[src/design/metr_pkg.sv]
`timescale 1ns / 1ps

package metr_pkg;

   localparam int IDX_W      = 3;
   localparam int ANGLE_W    = 15;
   localparam int NARROW_W   = 13;
   localparam int WORD_W     = 16;
   localparam int TOTAL_W    = 32;
   localparam int FCOUNT_W   = 8;
   localparam int MASK_W     = 8;
   localparam int CSR_ADDR_W = 3;
   localparam int CSR_DATA_W = 32;

   localparam logic [CSR_ADDR_W-1:0] CSR_WIDE_MASK = 3'd0;

   localparam logic signed [WORD_W:0] WIDE_COUNTS   = 17'sd32768;
   localparam logic signed [WORD_W:0] NARROW_COUNTS = 17'sd8192;
   localparam logic signed [WORD_W-1:0] WIDE_HALF   = 16'sd16384;
   localparam logic signed [WORD_W-1:0] NARROW_HALF = 16'sd4096;
   localparam int WIDE_SHIFT   = 15;
   localparam int NARROW_SHIFT = 13;

   // x/5 for x < 2^17 as (x * 52429) >> 18
   localparam logic [WORD_W-1:0] DIV5_RECIP = 16'd52429;
   localparam int DIV5_SHIFT = 18;

   typedef struct packed {
      logic [FCOUNT_W-1:0]      frame_count;
      logic [ANGLE_W-1:0]       last_angle;
      logic signed [WORD_W-1:0] turn_count;
      logic [ANGLE_W-1:0]       offset_angle;
   } entry_type;

   typedef enum logic {
      ST_IDLE,
      ST_CALC
   } state_type;

endpackage

[src/design/motor_encoder_multiturn_tracker_unit.sv]
`timescale 1ns / 1ps

// Multi-turn encoder tracker. Each request word (motor index, raw angle, speed,
// current) produces one response word. Per-motor state lives in a small
// synchronous RAM: a word is accepted (RAM read), and the compute cycle after
// it writes the entry back and loads the output register; no new word is
// accepted until that load, and a stalled response holds the compute cycle.
// A new request is accepted while the previous response waits in the output
// register. Table entries read as zero until first written (per-entry valid
// flags), so no clearing pass is needed after reset. The first CALIB_LIMIT+1
// frames of a motor capture its offset.
// Bit m of the wide encoder register (address 0) selects 32768-count handling
// for motor m.
module motor_encoder_multiturn_tracker_unit
   import metr_pkg::*;
#(
   parameter int MOTORS      = 8,
   parameter int CALIB_LIMIT = 50
) (
   input  logic                         clock,
   input  logic                         reset,

   input  logic                         req_valid,
   output logic                         req_ready,
   input  logic [IDX_W-1:0]             req_motor_index,
   input  logic [ANGLE_W-1:0]           req_raw_angle,
   input  logic signed [WORD_W-1:0]     req_raw_speed,
   input  logic signed [WORD_W-1:0]     req_raw_current,

   output logic                         rsp_valid,
   input  logic                         rsp_ready,
   output logic [IDX_W-1:0]             rsp_out_motor,
   output logic                         rsp_calibrating,
   output logic [ANGLE_W-1:0]           rsp_angle_now,
   output logic signed [WORD_W-1:0]     rsp_angle_step,
   output logic signed [TOTAL_W-1:0]    rsp_total_angle,
   output logic signed [WORD_W-1:0]     rsp_speed_out,
   output logic signed [WORD_W-1:0]     rsp_current_out,

   input  logic                         csr_psel,
   input  logic                         csr_penable,
   input  logic                         csr_pwrite,
   input  logic [CSR_ADDR_W-1:0]        csr_paddr,
   input  logic [CSR_DATA_W-1:0]        csr_pwdata,
   output logic [CSR_DATA_W-1:0]        csr_prdata,
   output logic                         csr_pready
);

   localparam int AW = (MOTORS > 1) ? $clog2(MOTORS) : 1;

   state_type state_ff, state_in;

   logic [MASK_W-1:0] mask_ff;

   entry_type         mem [MOTORS];
   entry_type         rd_entry_ff;
   logic              rd_valid_ff;
   logic [MOTORS-1:0] valid_ff;

   logic [IDX_W-1:0]         item_idx_ff;
   logic [ANGLE_W-1:0]       item_angle_ff;
   logic signed [WORD_W-1:0] item_speed_ff;
   logic signed [WORD_W-1:0] item_current_ff;
   logic                     item_in_range_ff;

   logic [AW-1:0] req_addr;
   logic [AW-1:0] item_addr;
   logic          req_in_range;
   logic          accept;
   logic          load;
   logic          wr_en;

   entry_type                 entry;
   entry_type                 wr_entry;
   logic                      wide;
   logic                      calib;
   logic [ANGLE_W-1:0]        ang;
   logic signed [WORD_W-1:0]  diff;
   logic signed [WORD_W-1:0]  half;
   logic signed [WORD_W:0]    counts;
   logic signed [WORD_W:0]    step_wide;
   logic signed [WORD_W-1:0]  turns;
   logic signed [TOTAL_W-1:0] turn_ext;
   logic signed [TOTAL_W-1:0] turn_scaled;
   logic signed [TOTAL_W-1:0] total;
   logic signed [WORD_W+1:0]  spd3;
   logic [WORD_W:0]           spd_mag;
   logic [2*WORD_W:0]         spd_prod;
   logic [WORD_W-2:0]         spd_quot;
   logic signed [WORD_W-1:0]  spd_scaled;

   logic                      rsp_valid_ff;
   logic [IDX_W-1:0]          rsp_motor_ff;
   logic                      rsp_calib_ff,  rsp_calib_in;
   logic [ANGLE_W-1:0]        rsp_angle_ff,  rsp_angle_in;
   logic signed [WORD_W-1:0]  rsp_step_ff,   rsp_step_in;
   logic signed [TOTAL_W-1:0] rsp_total_ff,  rsp_total_in;
   logic signed [WORD_W-1:0]  rsp_speed_ff,  rsp_speed_in;
   logic signed [WORD_W-1:0]  rsp_cur_ff,    rsp_cur_in;

   // configuration
   assign csr_pready = 1'b1;
   assign csr_prdata = (csr_paddr[CSR_ADDR_W-1] == CSR_WIDE_MASK[CSR_ADDR_W-1])
                       ? {{(CSR_DATA_W-MASK_W){1'b0}}, mask_ff} : '0;

   always_ff @(posedge clock) begin
      if (reset) begin
         mask_ff <= '0;
      end else if (csr_psel && csr_penable && csr_pwrite && csr_pready &&
                   csr_paddr[CSR_ADDR_W-1] == CSR_WIDE_MASK[CSR_ADDR_W-1]) begin
         mask_ff <= csr_pwdata[MASK_W-1:0];
      end
   end

   // control
   always_comb begin
      state_in  = state_ff;
      req_ready = 1'b0;
      load      = 1'b0;
      case (state_ff)
         ST_IDLE: begin
            req_ready = 1'b1;
            if (req_valid) begin
               state_in = ST_CALC;
            end
         end
         ST_CALC: begin
            if (!rsp_valid_ff || rsp_ready) begin
               load     = 1'b1;
               state_in = ST_IDLE;
            end
         end
         default: begin
            state_in = ST_IDLE;
         end
      endcase
   end

   always_ff @(posedge clock) begin
      if (reset) begin
         state_ff <= ST_IDLE;
      end else begin
         state_ff <= state_in;
      end
   end

   assign accept       = req_valid && req_ready;
   assign req_addr     = AW'(req_motor_index);
   assign item_addr    = AW'(item_idx_ff);
   assign req_in_range = 32'(req_motor_index) < MOTORS;
   assign wr_en        = load && item_in_range_ff;

   // table
   always_ff @(posedge clock) begin
      if (accept) begin
         rd_entry_ff <= mem[req_addr];
      end
      if (wr_en) begin
         mem[item_addr] <= wr_entry;
      end
   end

   always_ff @(posedge clock) begin
      if (reset) begin
         valid_ff <= '0;
      end else if (wr_en) begin
         valid_ff[item_addr] <= 1'b1;
      end
   end

   always_ff @(posedge clock) begin
      if (accept) begin
         rd_valid_ff      <= req_in_range && valid_ff[req_addr];
         item_idx_ff      <= req_motor_index;
         item_angle_ff    <= req_raw_angle;
         item_speed_ff    <= req_raw_speed;
         item_current_ff  <= req_raw_current;
         item_in_range_ff <= req_in_range;
      end
   end

   // update
   always_comb begin
      entry  = rd_valid_ff ? rd_entry_ff : '0;
      wide   = mask_ff[item_idx_ff];
      ang    = wide ? item_angle_ff
                    : {{(ANGLE_W-NARROW_W){1'b0}}, item_angle_ff[NARROW_W-1:0]};
      calib  = entry.frame_count <= FCOUNT_W'(CALIB_LIMIT);
      half   = wide ? WIDE_HALF : NARROW_HALF;
      counts = wide ? WIDE_COUNTS : NARROW_COUNTS;
      diff   = $signed({1'b0, ang}) - $signed({1'b0, entry.last_angle});

      turns     = entry.turn_count;
      step_wide = {diff[WORD_W-1], diff};
      if (diff > half) begin
         if (turns != {1'b1, {(WORD_W-1){1'b0}}}) begin
            turns = turns - 16'sd1;
         end
         step_wide = {diff[WORD_W-1], diff} - counts;
      end else if (diff < -half) begin
         if (turns != {1'b0, {(WORD_W-1){1'b1}}}) begin
            turns = turns + 16'sd1;
         end
         step_wide = {diff[WORD_W-1], diff} + counts;
      end

      turn_ext    = {{(TOTAL_W-WORD_W){turns[WORD_W-1]}}, turns};
      turn_scaled = wide ? (turn_ext <<< WIDE_SHIFT) : (turn_ext <<< NARROW_SHIFT);
      total       = turn_scaled + $signed({{(TOTAL_W-ANGLE_W){1'b0}}, ang});
      if (wide) begin
         total = total - $signed({{(TOTAL_W-ANGLE_W){1'b0}}, entry.offset_angle});
      end

      spd3       = {{2{item_speed_ff[WORD_W-1]}}, item_speed_ff}
                 + {item_speed_ff[WORD_W-1], item_speed_ff, 1'b0};
      spd_mag    = spd3[WORD_W+1] ? (WORD_W+1)'(0) - spd3[WORD_W:0] : spd3[WORD_W:0];
      spd_prod   = spd_mag * DIV5_RECIP;
      spd_quot   = spd_prod[DIV5_SHIFT +: (WORD_W-1)];
      spd_scaled = spd3[WORD_W+1] ? -$signed({1'b0, spd_quot}) : $signed({1'b0, spd_quot});

      wr_entry            = entry;
      wr_entry.last_angle = ang;
      if (calib) begin
         wr_entry.offset_angle = ang;
         wr_entry.frame_count  = entry.frame_count + 8'd1;
      end else begin
         wr_entry.turn_count = turns;
      end

      rsp_calib_in = 1'b0;
      rsp_angle_in = '0;
      rsp_step_in  = '0;
      rsp_total_in = '0;
      rsp_speed_in = '0;
      rsp_cur_in   = '0;
      if (item_in_range_ff) begin
         rsp_angle_in = ang;
         if (calib) begin
            rsp_calib_in = 1'b1;
         end else begin
            rsp_step_in  = step_wide[WORD_W-1:0];
            rsp_total_in = total;
            rsp_speed_in = wide ? spd_scaled : item_speed_ff;
            rsp_cur_in   = item_current_ff;
         end
      end
   end

   // output register
   always_ff @(posedge clock) begin
      if (reset) begin
         rsp_valid_ff <= 1'b0;
      end else if (load) begin
         rsp_valid_ff <= 1'b1;
      end else if (rsp_ready) begin
         rsp_valid_ff <= 1'b0;
      end
   end

   always_ff @(posedge clock) begin
      if (load) begin
         rsp_motor_ff <= item_idx_ff;
         rsp_calib_ff <= rsp_calib_in;
         rsp_angle_ff <= rsp_angle_in;
         rsp_step_ff  <= rsp_step_in;
         rsp_total_ff <= rsp_total_in;
         rsp_speed_ff <= rsp_speed_in;
         rsp_cur_ff   <= rsp_cur_in;
      end
   end

   assign rsp_valid       = rsp_valid_ff;
   assign rsp_out_motor   = rsp_motor_ff;
   assign rsp_calibrating = rsp_calib_ff;
   assign rsp_angle_now   = rsp_angle_ff;
   assign rsp_angle_step  = rsp_step_ff;
   assign rsp_total_angle = rsp_total_ff;
   assign rsp_speed_out   = rsp_speed_ff;
   assign rsp_current_out = rsp_cur_ff;

endmodule

[config.mk]
export PLATFORM = sky130hd
export DESIGN_NAME = motor_encoder_multiturn_tracker_unit
export DESIGN_NICKNAME = d
export VERILOG_FILES = /design/src/design/metr_pkg.sv /design/src/design/motor_encoder_multiturn_tracker_unit.sv
export SDC_FILE = /design/constraint.sdc
export NUM_CORES = 1
export LEC_CHECK = 0
export BUFFER_PORTS_ARGS = -buffer_cell sky130_fd_sc_hd__buf_2
export CELL_PAD_IN_SITES_DETAIL_PLACEMENT = 1
export CELL_PAD_IN_SITES_GLOBAL_PLACEMENT = 1
export CORE_MARGIN = 2
export CORE_UTILIZATION = 51
export CTS_CLUSTER_SIZE = 12
export DETAILED_ROUTE_END_ITERATION = 10
export PLACE_DENSITY = 0.82
export SETUP_SLACK_MARGIN = 0.2
export SLEW_MARGIN = 25
export SYNTH_ARGS = -nofsm -noshare
export SYNTH_HDL_FRONTEND = slang
export SYNTH_SLANG_ARGS = --single-unit
[constraint.sdc]
create_clock -name clock -period 14.7 [get_ports clock]
set_clock_uncertainty 0.15 [all_clocks]
set_input_delay 2.94 -clock clock [delete_from_list [all_inputs] [get_ports clock]]
set_output_delay 2.94 -clock clock [all_outputs]
set_load 0.02 [all_outputs]
## Word-level counts from Yosys, hierarchy flattened

Memory sizes are Yosys's and may differ from the RTL's. A register that Yosys moved wholly into a read port is not among the register bits.
Index checks and enable logic that the tools add are counted.

- Memories: 1
- Output and inout bits: 134
- Register bits after elaboration: 168
- Memory bits (writable): 432
- Logic and storage cells: 85
- Input bits: 92

Memories:

| memory | words | width | read ports | clocked after memory_dff | write ports | RTL line | text |
|---|---|---|---|---|---|---|---|
| mem | 8 | 54 | 1 | 1 | 1 | motor_encoder_multiturn_tracker_unit.sv:55 | `entry_type mem [MOTORS];` |

- Equality and inequality tests: 2
- Multiplexer cells: 36
- Add/subtract/negate cells: 12
- Bitwise logic cells: 3
- $lt $le $gt $ge: 6
- Reduce and logical (&&, ||, !) cells: 8
- Multipliers: 1

Operators with widths:

| operator | count |
|---|---|
| $mux W16 | 10 |
| $mux W54 | 1 |
| $mux W15 | 3 |
| $mul A17 B16 Y33 const B | 1 |
| $add A31 B16 Y32 | 1 |
| $mux W32 | 1 |
| $neg A15 Y16 | 2 |
| $sub A32 B16 Y32 | 1 |
| $mux W30 | 1 |
| $add A16 B17 Y18 | 1 |
| $mux W17 | 1 |
| $sub A1 B17 Y17 const A | 1 |
| $add A16 B16 Y16 | 1 |
| $add A16 B2 Y16 const B | 1 |
| $gt A16 B16 Y1 | 1 |
| $lt A16 B16 Y1 | 1 |
| $mux W8 | 2 |
| $ne A16 B15 Y1 const B | 1 |
| $ne A16 B16 Y1 const B | 1 |
| $sub A15 B15 Y16 | 1 |
| $sub A16 B16 Y16 | 1 |
| $sub A16 B2 Y16 const B | 1 |
| $mux W1 | 13 |
| $add A8 B1 Y8 const B | 1 |
| 12 further kinds | 19 |

## Logic depth before layout (Yosys ltp)

- Depth after elaboration: 11
- Mapped depth: 42
- Gate-level depth less buffers: 42

## Worst setup path before layout

Ideal clock, no wire load.

- Path kind: input-to-reg
- Start: in rsp_ready
- End: mem mem[4][0] (netlist name) (enable)
- Data required time: 14.016 ns
- Cell stages on the path: 4
- Path buffers: 0
- Library setup time: 0.534 ns
- Arrival time: 9.639 ns
- Setup slack: 4.376 ns
- Path through: nand2b_1 -> and2_1 -> nand2_1 -> nor3_1

- Longest elaborated chain between the ends: 5

Ends and longest elaborated chain:

| what | RTL line | text |
|---|---|---|
| start: declaration | motor_encoder_multiturn_tracker_unit.sv:31 | `input logic rsp_ready,` |
| $logic_or A1 B1 Y1 | motor_encoder_multiturn_tracker_unit.sv:128 | `if (!rsp_valid_ff \|\| rsp_ready) begin` |
| $mux W1 | motor_encoder_multiturn_tracker_unit.sv:128 |  |
| $mux W1 | motor_encoder_multiturn_tracker_unit.sv:120 | `case (state_ff)` |
| named net load | motor_encoder_multiturn_tracker_unit.sv:70 | `logic load;` |
| $mux W1 | motor_encoder_multiturn_tracker_unit.sv:158 | `if (wr_en) begin` |
| $mux W1 (not written as such) | motor_encoder_multiturn_tracker_unit.sv:159 | `mem[item_addr] <= wr_entry;` |
| end: declaration | motor_encoder_multiturn_tracker_unit.sv:55 |  |

The timed path passes the listed nets, and every way through them passes these cells.

## Worst setup path in the final report

- Start: reg item_speed_ff[0]
- End: reg rsp_speed_ff[14], in the netlist rsp_speed_out[14], data pin

- Longest elaborated chain between the ends: 7

Ends and longest elaborated chain:

| what | RTL line | text |
|---|---|---|
| start: declaration | motor_encoder_multiturn_tracker_unit.sv:62 | `logic signed [WORD_W-1:0] item_speed_ff;` |
| start signal: assignment | motor_encoder_multiturn_tracker_unit.sv:176 | `item_speed_ff <= req_raw_speed;` |
| $add A16 B17 Y18 (*) | motor_encoder_multiturn_tracker_unit.sv:215 | `+ {item_speed_ff[WORD_W-1], item_speed_ff, 1'b0};` |
| $sub A1 B17 Y17 | motor_encoder_multiturn_tracker_unit.sv:216 | `spd_mag = spd3[WORD_W+1] ? (WORD_W+1)'(0) - spd3[WORD_W:0] : spd3[WORD_W:0];` |
| $mux W17 | motor_encoder_multiturn_tracker_unit.sv:216 |  |
| $mul A17 B16 Y33 | motor_encoder_multiturn_tracker_unit.sv:217 | `spd_prod = spd_mag * DIV5_RECIP;` |
| $neg A15 Y16 | motor_encoder_multiturn_tracker_unit.sv:219 | `spd_scaled = spd3[WORD_W+1] ? -$signed({1'b0, spd_quot}) : $signed({1'b0, spd_quot});` |
| $mux W16 (*) | motor_encoder_multiturn_tracker_unit.sv:219 |  |
| $mux W16 (*) | motor_encoder_multiturn_tracker_unit.sv:243 | `rsp_speed_in = wide ? spd_scaled : item_speed_ff;` |
| end signal: assignment | motor_encoder_multiturn_tracker_unit.sv:267 | `rsp_speed_ff <= rsp_speed_in;` |
| end: declaration | motor_encoder_multiturn_tracker_unit.sv:98 | `logic signed [WORD_W-1:0] rsp_speed_ff, rsp_speed_in;` |

Mark *: on every way between the ends. The rest lies on a longest branch, timed or not.
A chain may end at the register's enable or synchronous reset.

==> impl_metrics.yaml <==
timing:
  hold_viol: 0
  max-slew-margin-rel: 0.259
  fin_crit_sh: 0.799
  finalSetupTns_ns: 0
  fin_crit_ns: 11.74
  hold_ws_ns: 0.332
  rsz0062_at_grt: "false"
  fmax_mhz: 85.2
  tightestPinTransition_ns: 1.10
  setup_viol: 0
  slew_viol_final: 0
min_path:
  hold_path_class: "reg2reg"
  hold_start: "mask_ff[1]"
  min_to: "mask_ff[1]"
  hold_depth: 2
route:
  remaining_drc_errors: 0
  vias: 21952
  vias_per_cell: 6.09
  drtPass1Iterations: 5
  drtIter0Drc: 1718
  routed_wl_um: 94300
  wire_per_inst_um: 26.2
  ant_nets: 0
floorplan:
  io_pins: 226
  coreArea_sq_mm: 0.0672
  fp.dieW_um: 264
  initial_core_util: 0.515
  rows: 95
  die_h_um: 264
  die_area_sq_mm: 0.0699
setup_path:
  critPathLaunchType: "register"
  r2r_cells: 38
  arrival_ns: 11.92
  r2r_end: "rsp_speed_out[14]"
  crit_required_ns: 14.88
  r2r_start: "item_speed_ff[0]"
  slowest_delay_ns: 0.72
  cp-end-kind: "register"
  cp_max_fo: 10
  cpMaxStageDelayCell: "nor4_1"
  crit_type: "reg2reg"
  r2r_slack_ns: 2.96
yosys:
  synthTopCellsByCount: "636 x edfxtp_1, 209 x inv_1, 194 x ha_1"
  synth_area_sq_mm: 0.0346
  syn_avg_cell_area_sq_um: 13.9
  synth.top_cell.area_share: 0.552
  synth_warnings: 0
  synth_most_common_cell: "edfxtp_1"
  synth_cell_types: 99
  yosys.area.top_type: "edfxtp_1"
  synth.area.top_cells: "edfxtp_1 55%, mux4_2 7.3%, ha_1 7.0%"
  synth_edf_count: 636
  yosys_most_used_dff: "edfxtp_1"
  async_flop_share: 0
  synth_seq_cells: 654
  ys_seq_area_frac: 0.563
  synthCells: 2491
cells_and_area:
  regArea_sq_mm: 0.0195
  n_fill_cell: 6538
  syn_to_final_growth_pct: 11.6
  nNetsFinal: 3063
  diodes: 0
  multi_input_area_sq_mm: 0.0140
  drive_gt1_frac: 0.191
  fin_area_sq_mm: 0.0386
  stdcell_count: 3605
cts:
  cts_tree: "done"
  htreeDepth: 3
  clkLatencyLatePin_ns: 0.65
  cts_buffers: 70
  cts_hold_buf: 0
  root_buffer: "clkbuf_16"
  clock_path_buffers: 3
  postCtsSetupBuffers: 0
  cts_resized: 0
  path_clk_slew_ns: 0.06
  clkSinkCount: 654
job:
  max-cap-violations: 0
placement:
  post_dp_cell_area_sq_mm: 0.0365
  hpwl_um: 63700
  gp_congestion: 0.918
  dp_cells: 3486
  portBuffers: 174
grt:
  grt_pass1_vias: 23733
  grt_max_degree: 75
  grtUsageTotal: 0.273
  grt_overflow: 0
  grt_pass1_wl_um: 144000
  antenna_found_initial: 3
status:
  status: "finished, final reports clean"
## worst max-delay path, delay by kind of cell, from the launching register on
family / cells / cell delay (ns)
adder cells (fa/ha/maj): 9 / 3.89
AO/OA/AOI/OAI: 13 / 2.82
AND/OR/NAND/NOR: 9 / 2.72
XOR/XNOR: 3 / 1.06
flip-flops: 1 / 0.59
buffers and inverters: 4 / 0.21
## metrics by stage
step / utilization / worst slack (ns)
6_report: 0.575 / 2.96
5_1_grt: 0.575 / 2.06
4_1_cts: 0.574 / 2.90
3_5_place_dp: 0.543 / 2.97
3_3_place_gp: 0.543 / 3.38
2_1_floorplan: - / 4.38
## layout make-up
class | instances | share of cell area
Clock inverter | 25 | 0.00706
Multi-Input combinational cell | 1540 | 0.362
Inverter | 211 | 0.0205
Tap cell | 873 | 0.0283
Clock buffer | 93 | 0.0479
Timing Repair Buffer | 209 | 0.0303
Sequential cell | 654 | 0.504
## sequential cells by signal, summed over array words and instances, names as in the netlist, 3 cells and up
register         count
rsp_angle_step      16
item_addr            3
mem                432
item_current_ff     16
item_angle_ff       15
rsp_angle_now       15
valid_ff             8
rsp_speed_out       16
rd_entry_ff         54
item_speed_ff       16
rsp_total_angle     32
rsp_out_motor        3
rsp_current_out     16
mask_ff              8
## how the worst max path moves through the flow
stage,startpoint,slack [ns],endpoint
after CTS,item_speed_ff[0],2.90,rsp_speed_out[14]
final,item_speed_ff[0],2.96,rsp_speed_out[14]
after detailed placement,item_speed_ff[0],2.97,rsp_speed_out[14]
after global placement,item_speed_ff[0],3.38,rsp_speed_out[14]
after global routing,item_speed_ff[0],2.06,rsp_speed_out[14]
after floorplan,rsp_ready,4.38,mem[4][0]
## layer usage
layer | global-route usage | vias up | part of all wire
met2 | 0.464 | 785 | 0.50
li1 | - | 9609 | -
met3 | 0.0352 | 184 | 0.056
met1 | 0.362 | 11374 | 0.41
met5 | 0 | - | 0
met4 | 0.101 | 0 | 0.033
## cells by family after synthesis
group,synth area share
other,0.000217
flip-flops,0.563
multiplexers,0.0948
XOR/XNOR,0.0291
buffers and inverters,0.0386
adder cells (fa/ha/maj),0.123
AO/OA/AOI/OAI,0.0673
AND/OR/NAND/NOR,0.0845
## cell usage in the layout, fill, tap and decap left out, drive strengths merged, types with 8 or more instances in the layout
cell and instances:
fa 91, o21bai 19, and2 39, o31ai 12, a21o 20, xor2 35, or3 22, nor2 139
a31oi 14, nand2 182, dfxtp 18, mux4 112, buf 208, a21oi 87, ha 194, nand4 15
and3 18, nor2b 21, clkbuf 94, a21boi 8, nand2b 12, clkinv 25, mux2 61, or2 10
o21ai 86, o21a 11, xnor2 80, a211oi 23, nor4 16, edfxtp 636, conb 26, inv 209
nor3 34, nand3 34
Power is not shown: default switching activity piles up to over one toggle a cycle in this logic, so the estimate is an artifact.
